## src/hdl/scpwm_pkg.sv

```systemverilog
package scpwm_pkg;

    localparam int DEFAULT_CHANNELS    = 6;
    localparam int DEFAULT_COUNT_WIDTH = 32;
    localparam int LEVEL_WIDTH         = 6;
    localparam int CHANNEL_WIDTH       = 3;
    localparam int DUTY_WIDTH          = 32;
    localparam int CFG_DATA_WIDTH      = 32;
    localparam int CFG_INDEX_WIDTH     = 2;

    typedef enum logic
    {
        CMD_TICK = 1'b0,
        CMD_DUTY = 1'b1
    } command_t;

    typedef enum logic [CFG_INDEX_WIDTH-1:0]
    {
        REG_PRESCALE       = 2'd0,
        REG_PERIOD_TOP     = 2'd1,
        REG_CHANNEL_ENABLE = 2'd2
    } cfg_reg_t;

    typedef struct packed
    {
        command_t                 command;
        logic [CHANNEL_WIDTH-1:0] channel;
        logic [DUTY_WIDTH-1:0]    duty;
    } item_t;

    typedef struct packed
    {
        logic [LEVEL_WIDTH-1:0] pwm_levels;
        logic                   period_wrap;
    } result_t;

endpackage

```

## src/hdl/six_channel_pwm_generator_top.sv

```systemverilog
// Six-channel single-edge PWM timer with shadowed match registers.
// The item channel (item_valid, item_stall, item) carries either a timer tick
// or a duty write to one channel's shadow match register. Every accepted beat
// yields exactly one beat on the result channel (result_valid, result_stall,
// result) with the channel levels after that beat and a flag that marks the
// tick which wrapped the period counter and loaded the pending shadows.
// An accepted beat passes through the input register and then the result
// register, where it is shown; a stall on the result side can hold it in
// either register. One beat is taken in every cycle while the result side
// does not stall.
// The path is an input register and a result register with the counter,
// shadow load and compare logic between them.
// When result_stall is high with a result waiting, the result holds, the
// input register keeps its beat and item_stall rises until the result moves.
// The user writes registers via cfg_write_en, cfg_index and cfg_data only while
// the block is idle (not enforced); they act at once and leave counters alone.
// Reset clears the counters, the configuration, both sets of match registers
// and the pending flags, and empties both registers of the path.
module six_channel_pwm_generator_top
#(
    parameter int CHANNELS    = scpwm_pkg::DEFAULT_CHANNELS,
    parameter int COUNT_WIDTH = scpwm_pkg::DEFAULT_COUNT_WIDTH
)
(
    input  logic                                  clk,
    input  logic                                  rst_n,
    input  logic                                  cfg_write_en,
    input  logic [scpwm_pkg::CFG_INDEX_WIDTH-1:0] cfg_index,
    input  logic [scpwm_pkg::CFG_DATA_WIDTH-1:0]  cfg_data,
    input  logic                                  item_valid,
    output logic                                  item_stall,
    input  scpwm_pkg::item_t                      item,
    output logic                                  result_valid,
    input  logic                                  result_stall,
    output scpwm_pkg::result_t                    result
);

    localparam int VISIBLE = (CHANNELS < scpwm_pkg::LEVEL_WIDTH) ?
                             CHANNELS : scpwm_pkg::LEVEL_WIDTH;

    logic [COUNT_WIDTH-1:0]             prescale_reg;
    logic [COUNT_WIDTH-1:0]             period_top_reg;
    logic [scpwm_pkg::LEVEL_WIDTH-1:0]  channel_enable_reg;

    logic [COUNT_WIDTH-1:0]             prescale_count_reg;
    logic [COUNT_WIDTH-1:0]             prescale_count_next;
    logic [COUNT_WIDTH-1:0]             period_count_reg;
    logic [COUNT_WIDTH-1:0]             period_count_next;
    logic [COUNT_WIDTH-1:0]             shadow_match_reg [CHANNELS];
    logic [COUNT_WIDTH-1:0]             shadow_match_next [CHANNELS];
    logic [COUNT_WIDTH-1:0]             active_match_reg [CHANNELS];
    logic [COUNT_WIDTH-1:0]             active_match_next [CHANNELS];
    logic [CHANNELS-1:0]                load_pending_reg;
    logic [CHANNELS-1:0]                load_pending_next;

    logic                               item_valid_reg;
    scpwm_pkg::item_t                   item_reg;
    logic                               result_valid_reg;
    scpwm_pkg::result_t                 result_reg;
    scpwm_pkg::result_t                 result_next;

    logic                               advance;
    logic                               fire;
    logic                               wrapped;
    logic [scpwm_pkg::LEVEL_WIDTH-1:0]  levels;

    assign advance      = !result_valid_reg || !result_stall;
    assign fire         = item_valid_reg && advance;
    assign item_stall   = item_valid_reg && !advance;
    assign result_valid = result_valid_reg;
    assign result       = result_reg;

    always_ff @(posedge clk or negedge rst_n)
    begin
        if (!rst_n)
        begin
            prescale_reg       <= '0;
            period_top_reg     <= '0;
            channel_enable_reg <= '0;
        end
        else if (cfg_write_en)
        begin
            unique case (scpwm_pkg::cfg_reg_t'(cfg_index))
                scpwm_pkg::REG_PRESCALE:
                begin
                    prescale_reg <= cfg_data[COUNT_WIDTH-1:0];
                end
                scpwm_pkg::REG_PERIOD_TOP:
                begin
                    period_top_reg <= cfg_data[COUNT_WIDTH-1:0];
                end
                scpwm_pkg::REG_CHANNEL_ENABLE:
                begin
                    channel_enable_reg <= cfg_data[scpwm_pkg::LEVEL_WIDTH-1:0];
                end
                default:
                begin
                end
            endcase
        end
    end

    always_comb
    begin
        prescale_count_next = prescale_count_reg;
        period_count_next   = period_count_reg;
        shadow_match_next   = shadow_match_reg;
        active_match_next   = active_match_reg;
        load_pending_next   = load_pending_reg;
        wrapped             = 1'b0;

        if (fire)
        begin
            if (item_reg.command == scpwm_pkg::CMD_DUTY)
            begin
                for (int c = 0; c < CHANNELS; c++)
                begin
                    if (item_reg.channel == scpwm_pkg::CHANNEL_WIDTH'(c))
                    begin
                        shadow_match_next[c] = item_reg.duty[COUNT_WIDTH-1:0];
                        load_pending_next[c] = 1'b1;
                    end
                end
            end
            else if (prescale_count_reg >= prescale_reg)
            begin
                prescale_count_next = '0;
                if (period_count_reg >= period_top_reg)
                begin
                    period_count_next = '0;
                    wrapped           = 1'b1;
                    load_pending_next = '0;
                    for (int c = 0; c < CHANNELS; c++)
                    begin
                        if (load_pending_reg[c])
                        begin
                            active_match_next[c] = shadow_match_reg[c];
                        end
                    end
                end
                else
                begin
                    period_count_next = period_count_reg + 1'b1;
                end
            end
            else
            begin
                prescale_count_next = prescale_count_reg + 1'b1;
            end
        end
    end

    always_comb
    begin
        levels = '0;
        for (int c = 0; c < VISIBLE; c++)
        begin
            levels[c] = channel_enable_reg[c] && (period_count_next < active_match_next[c]);
        end
        result_next.pwm_levels  = levels;
        result_next.period_wrap = wrapped;
    end

    always_ff @(posedge clk or negedge rst_n)
    begin
        if (!rst_n)
        begin
            prescale_count_reg <= '0;
            period_count_reg   <= '0;
            load_pending_reg   <= '0;
            for (int c = 0; c < CHANNELS; c++)
            begin
                shadow_match_reg[c] <= '0;
                active_match_reg[c] <= '0;
            end
        end
        else
        begin
            prescale_count_reg <= prescale_count_next;
            period_count_reg   <= period_count_next;
            load_pending_reg   <= load_pending_next;
            shadow_match_reg   <= shadow_match_next;
            active_match_reg   <= active_match_next;
        end
    end

    always_ff @(posedge clk or negedge rst_n)
    begin
        if (!rst_n)
        begin
            item_valid_reg   <= 1'b0;
            result_valid_reg <= 1'b0;
        end
        else
        begin
            if (!item_stall)
            begin
                item_valid_reg <= item_valid;
            end
            if (advance)
            begin
                result_valid_reg <= item_valid_reg;
            end
        end
    end

    always_ff @(posedge clk)
    begin
        if (item_valid && !item_stall)
        begin
            item_reg <= item;
        end
        if (fire)
        begin
            result_reg <= result_next;
        end
    end

endmodule
```

## config.mk

```make
export PLATFORM = sky130hd
export DESIGN_NAME = six_channel_pwm_generator_top
export DESIGN_NICKNAME = d
export VERILOG_FILES = /design/src/hdl/scpwm_pkg.sv /design/src/hdl/six_channel_pwm_generator_top.sv
export SDC_FILE = /design/constraint.sdc
export NUM_CORES = 1
export LEC_CHECK = 0
export ABC_AREA = 1
export BUFFER_PORTS_ARGS = -buffer_cell sky130_fd_sc_hd__clkbuf_2
export CAP_MARGIN = 20
export CORE_AREA = 4 4 271 273
export CTS_BUF_LIST = sky130_fd_sc_hd__clkbuf_4 sky130_fd_sc_hd__clkbuf_8 sky130_fd_sc_hd__clkbuf_16
export CTS_CLUSTER_DIAMETER = 120
export DETAILED_ROUTE_END_ITERATION = 8
export DIE_AREA = 0 0 275 277
export PLACE_DENSITY = 0.56
export SKIP_CTS_REPAIR_TIMING = 1
export SYNTH_ARGS = -nofsm -noshare
export SYNTH_HDL_FRONTEND = slang
export SYNTH_SLANG_ARGS = --single-unit
export TNS_END_PERCENT = 1
```

## constraint.sdc

```tcl
create_clock -name clk -period 4.8 [get_ports clk]
set_clock_uncertainty 0.1 [all_clocks]
set_input_delay 0.96 -clock clk [delete_from_list [all_inputs] [get_ports clk]]
set_output_delay 0.96 -clock clk [all_outputs]
set_load 0.005 [all_outputs]
```

==> Word level (Yosys, flattened, before mapping) <==
Cells that the tools add are included.
{ "totals": {"register_bits": 569, "output_inout_bits": 9} }
{ "op_classes": {"addsub": 2, "n_lt_le_gt_ge": 8, "eq_ne": 13, "muxes": 25, "bitwise": 2, "n_reduce_logical": 35} }
{ "ops": {"columns": ["operator", "n"], "rows": [
  ["$mux 192", 4],
  ["$mux 32", 11],
  ["$lt 32x32->1", 6],
  ["$add 32x1->32 const B", 2],
  ["$ge 32x32->1", 2],
  ["$reduce_and 4->1", 6],
  ["$mux 6", 3],
  ["$reduce_and 3->1", 6],
  ["$ne 2x1->1 const B", 6],
  ["$logic_and 1x1->1", 9],
  ["$reduce_and 2->1", 4],
  ["$mux 1", 7],
  ["$eq 3x2->1 const B", 2],
  ["$eq 3x3->1 const B", 2],
  ["$logic_not 1->1", 4],
  ["$reduce_bool 2->1", 2],
  ["$eq 3x1->1 const B", 1],
  ["$logic_not 3->1", 1],
  ["$eq 2x1->1 const B", 1],
  ["$eq 2x2->1 const B", 1],
  ["$logic_not 2->1", 1],
  ["$not 1->1", 2],
  ["$reduce_or 2->1", 1],
  ["$logic_or 1x1->1", 1]
]} }

==> Logic depth before layout (Yosys ltp) <==
{ "depth": {"word_depth": 7, "mapped_depth": 29, "depth_no_buf": 29} }

==> Worst setup path after synthesis <==
OpenSTA, ideal clock, no wires.
{ "synth_timing": {"path_kind": "input port to flip-flop", "startpoint": "input port result_stall", "endpoint": "register result_reg (netlist bit result[2]) (data pin)", "arrival_ns": 3.887, "t_required_ns": 4.436, "slack_ns": 0.549, "stages": 20, "n_path_buf": 2, "path_cell_list": "nand2_2 > inv_2 > nor2_4 > nand2_2 > buf_2 > inv_1 > buf_2 > nand4_1 > nor2_2 > nand2_2 > nor2_2 > nand2_1 > nor2_1 > a21oi_1 > nor3_1 > ha_1 > nand2_1 > nor4_1 > nor4b_1 > a21oi_1"} }
{ "synth_via": {"elab_chain_len": 6, "elab_cells_between_ends": 7, "classes_between": "order compare: 1; mux: 2; reduce/logical: 4"} }
{ "synth_lines": {"columns": ["element", "line_no", "rtl"], "rows": [
  ["start: declaration", "six_channel_pwm_generator_top.sv:34", "input logic result_stall,"],
  ["$logic_not 1->1", "six_channel_pwm_generator_top.sv:67", "assign advance = !result_valid_reg || !result_stall;"],
  ["$logic_or 1x1->1", "six_channel_pwm_generator_top.sv:67", null],
  ["$logic_and 1x1->1", "six_channel_pwm_generator_top.sv:68", "assign fire = item_valid_reg && advance;"],
  ["via fire", "six_channel_pwm_generator_top.sv:63", "logic fire;"],
  ["$mux 32", "six_channel_pwm_generator_top.sv:112", "if (fire)"],
  ["via period_count_next[28]", "six_channel_pwm_generator_top.sv:48", "logic [COUNT_WIDTH-1:0] period_count_next;"],
  ["$lt 32x32->1", "six_channel_pwm_generator_top.sv:158", "levels[c] = channel_enable_reg[c] && (period_count_next < active_match_next[c]);"],
  ["$logic_and 1x1->1", "six_channel_pwm_generator_top.sv:158", null],
  ["via levels, one bit", "six_channel_pwm_generator_top.sv:65", "logic [scpwm_pkg::LEVEL_WIDTH-1:0] levels;"],
  ["end signal: assignment", "six_channel_pwm_generator_top.sv:215", "result_reg <= result_next;"],
  ["end: declaration", "six_channel_pwm_generator_top.sv:59", "scpwm_pkg::result_t result_reg;"]
]} }
The timed path passes the listed nets, and every way through them passes these cells.
A chain may end at the register's enable or synchronous reset.

==> Worst setup path after layout <==
{ "layout_timing": {"startpoint": "register prescale_count_reg[27]", "endpoint": "register result_reg (netlist bit result[6]) (data pin)"} }
{ "layout_via": {"elab_chain_len": 6, "elab_cells_between_ends": 9, "classes_between": "order compare: 2; mux: 6; reduce/logical: 1"} }
{ "layout_lines": {"columns": ["element", "line_no", "rtl"], "rows": [
  ["start: declaration", "six_channel_pwm_generator_top.sv:45", "logic [COUNT_WIDTH-1:0] prescale_count_reg;"],
  ["start signal: assignment", "six_channel_pwm_generator_top.sv:179", "prescale_count_reg <= prescale_count_next;"],
  ["$ge 32x32->1", "six_channel_pwm_generator_top.sv:125", "else if (prescale_count_reg >= prescale_reg)"],
  ["$mux 32", "six_channel_pwm_generator_top.sv:125", null],
  ["$mux 32", "six_channel_pwm_generator_top.sv:114", "if (item_reg.command == scpwm_pkg::CMD_DUTY)"],
  ["$mux 32", "six_channel_pwm_generator_top.sv:112", null],
  ["via period_count_next[17]", "six_channel_pwm_generator_top.sv:48", null],
  ["$lt 32x32->1", "six_channel_pwm_generator_top.sv:158", null],
  ["$logic_and 1x1->1", "six_channel_pwm_generator_top.sv:158", null],
  ["via levels, one bit", "six_channel_pwm_generator_top.sv:65", null]
]} }
The timed path passes the listed nets, and every way through them passes these cells.

==> run summary <==
Along the worst path, the maximum fanout reaches 17. The post-layout minimum cycle time is 4.48 ns. The number of buffer cells added on primary ports is 83. The complex-gate fraction of the synthesized area is 0.127.

The number of rows in the core area came out at 98. The share of synthesized area occupied by flip-flops and latches came out at 0.514. The horizontal die dimension is 275 um. The net count of the finished layout is 3,677. The number of filler cells placed in the layout came out at 7,013. The detail route stage leaves a number of antenna-violating nets equal to 0. Of the total synthesized cell area, the portion taken by XOR and XNOR cells is 0.00342. The TritonCTS sink count is ~570. 84 I/O pins were placed.

The flow ran to the end, and the final reports show no timing, DRC or antenna violations. The layout cell share with drive strength beyond 1 came out at 0.102. The post-synthesis cell type count is 47. The number of clock buffers inserted by TritonCTS is 68.

The post-synthesis async set-or-reset flop share is 0.924. The largest family of logic cells by synthesized area is simple AND/OR/NAND/NOR gates. The length of the first detailed-routing pass in iterations came out at 5. The leftover overflow at the end of global routing is 0.

The startpoint of the lowest-slack register-to-register path is prescale_count_reg[27]$_DFFE_PN0P_. The worst setup path is launched from a flip-flop. The post-synthesis adder-cell area fraction is 0.112. Of the total synthesized cell area, the portion taken by AND, OR, NAND and NOR gates is 0.149. In this run, the number of DRC markers left after iteration 0 of detailed routing was 1,516. The Yosys warning count is 0. The first global-routing pass estimated 115 mm of wire.

The standby leakage power came out at around 0.017 uW. The vertical die dimension is 277 um. The region available for standard cell placement spans 71,100 um2.

The CTS tree is yes. In the synthesized netlist the dominant register cell turns out to be dfrtp_1. IR analysis of the VDD net gives a maximum drop of approximately 0.00034 V. The final hold slack is 0.270 ns.

The overall routed net length came out at 70.9 mm. The insertion delay to the later sink of the worst-skew pair came out at 0.59 ns. The cell sitting at the root of the clock tree is a clkbuf_16.

The remaining routing DRC violations came out at 0. The setup violation total in the final timing report is 0. The worst-margin pin slew is 0.990 ns. The largest net degree at the start of global routing came out at 99. After synthesis the netlist holds a flip-flop and latch count of 569. Of the post-synthesis cell area, the part taken by muxes is 0. The hold violation total from the final report came out at 0. The number of H-tree levels came out at 3. The max-slew violation total from the final report is 0. The post-route clock period utilization is 0.933. In this run the worst setup path begins at prescale_count_reg[27]$_DFFE_PN0P_. The final non-filler cell area came out at 32,500 um2. The library cell used most frequently in the layout, excluding fill and tap cells, is nand2_1.

The aggregate global-route resource usage came out at 0.190. The routed via count divided by cell count came out at about 4.8. The total placed instance area is approximately 30,000 um2. The initial utilization of the core area, before any placement, comes to 0.396. Setup repair after global routing could not meet its margin everywhere. The tightest slew margin relative to the limit is 0.340. The full die area is between 70,000 and 80,000 um2.

The total power consumption of the routed design is 17,000 uW. The worst endpoint required time is 5.15 ns. In the layout the commonest cells are nand2_1 (729), inv_1 (599), dfrtp_1 (525). The maximum frequency from static timing analysis is 223 MHz.

The setup path with the least slack is of type flip-flop to flip-flop. The post-synthesis average cell area is 8.76 um2. STA classifies the critical path endpoint as a flip-flop. Synthesis produced a netlist with a net count of 3,541. Clock-pin slew was measured on the worst setup and hold paths at 0.06 ns. The gate count of the mapped netlist came out at 3,214. Among the stages of the critical path, the cell type that occurs most often is a21oi_1. After synthesis the cells add up to 28,100 um2.

The tool flagged a number of max-cap violations equal to 0. The count of flip-flops with a built-in enable after synthesis came out at 43. The number of antenna violations at the first check in global routing is 0. The total number of vias came out at 21,000.

The antenna diode count came out at 0. The maximum number of buffers from clock root to sink came out at 3. The critical path goes through ha_1 -> a21oi_1 -> o21ai_0 -> nand2_1 -> nand2_1 -> a21oi_1 -> nand2_4 -> nand2_1 -> nor2_2 -> buf_4 -> nor2_1 -> ha_1 -> a21oi_1 -> nor2_1 -> a211oi_1 -> o221ai_1 -> a2111o_1 -> a21oi_1.

On the worst path, the slowest cell contributes a delay of 0.56 ns. The wire-length estimate of the detail-placed layout is 50.6 mm. The final weighted congestion in routability-driven placement is between 0.8 and 0.9. From synthesis to final layout, the design area changed by 15.6%.

The routed wirelength normalized by instance count came out at approximately 16 um. The number of global-route vias before repair came out at 20,600. In this run the power density over the cells is around 520 nW/um2. The data arrival time at the worst-slack endpoint came out at roughly 4.8 ns. Among all stages on the critical path, the largest delay is contributed by nor2_1.

The worst hold-check path type is primary input to asynchronous set/reset pin.
==> layout make-up <==
class,count,area (um2),share of cell area
Timing Repair Buffer,164,1200,0.0368
Clock inverter,21,190,0.00585
Tap cell,950,1190,0.0365
Clock buffer,97,1990,0.0611
Inverter,610,2290,0.0704
Sequential cell,569,14500,0.444
Multi-Input combinational cell,1937,11200,0.345
==> Yosys cell counts (8+ instances only) <==
library cell	count	area share
a211oi_1	22	0.0059
dfrtp_1	526	0.47
nor3_1	26	0.0046
nand4_1	33	0.0073
nand3_1	45	0.0080
a21oi_1	124	0.022
clkbuf_1	87	0.012
a31oi_1	8	0.0018
o21ai_0	476	0.085
nor2_1	108	0.014
nor4_1	17	0.0038
inv_1	600	0.080
ha_1	252	0.11
edfxtp_1	43	0.046
nand2_1	730	0.097
nand2_2	8	0.0018
buf_2	8	0.0014
==> stage by stage <==
step,setup TNS [ns],std cells,setup slack (ns),util
2_1_floorplan,0,3214,0.549,-
3_3_place_gp,0,4225,0.0276,0.424
3_5_place_dp,0,4226,0.0483,0.424
4_1_cts,0,4344,0.0307,0.455
5_1_grt,-0.0360,4348,-0.0275,0.457
6_report,0,4348,0.323,0.457
==> per-layer routing <==
metal / track usage / vias to the layer above / part of all wire / routed length [um]
met5: 0 / - / 0 / 0
met2: 0.307 / 345 / 0.46 / 32800
met1: 0.271 / 9954 / 0.48 / 34000
li1: - / 10600 / - / -
met4: 0.0445 / 0 / 0.017 / 1220
met3: 0.0271 / 80 / 0.041 / 2900
==> path summary, 6_finish.rpt <==
check,slack (ns),to,cells after the start
min reg2reg,0.38,prescale_reg[8]$_DFFE_PN0P_,2
min in group clk,0.38,prescale_reg[8]$_DFFE_PN0P_,2
max reg2reg,0.32,result[6]$_DFFE_PP_,18
min,0.27,prescale_count_reg[24]$_DFFE_PN0P_,1
max,0.32,result[6]$_DFFE_PP_,18
max in group asynchronous,3.21,shadow_match_reg[34]$_DFFE_PN0P_,2
==> cell families (layout without fill, tap and decap cells) <==
family          Yosys count  in the layout
flops                   569            569
simple gates           1001           1001
xor+xnor                 11             11
fa+ha+maj               252            252
compound gates          673            673
buf+inv                 708            892
==> critical path: cells and delay by family, from the launching register on <==
family | cells | cell delay, ns
AO/OA/AOI/OAI | 8 | 1.87
adder cells (fa/ha/maj) | 2 | 0.67
buffers and inverters | 1 | 0.21
flip-flops | 1 | 0.42
AND/OR/NAND/NOR | 7 | 1.06
==> power breakdown <==
| part | total [uW] | internal (uW) | switching [uW] |
|---|---|---|---|
| Combinational | 5240 | 1950 | 3280 |
| Sequential | 6710 | 6160 | 551 |
| Clock | 5060 | 3040 | 2020 |
| Total | 17000 | 11200 | 5860 |
Power figures use the tool's default switching activity.
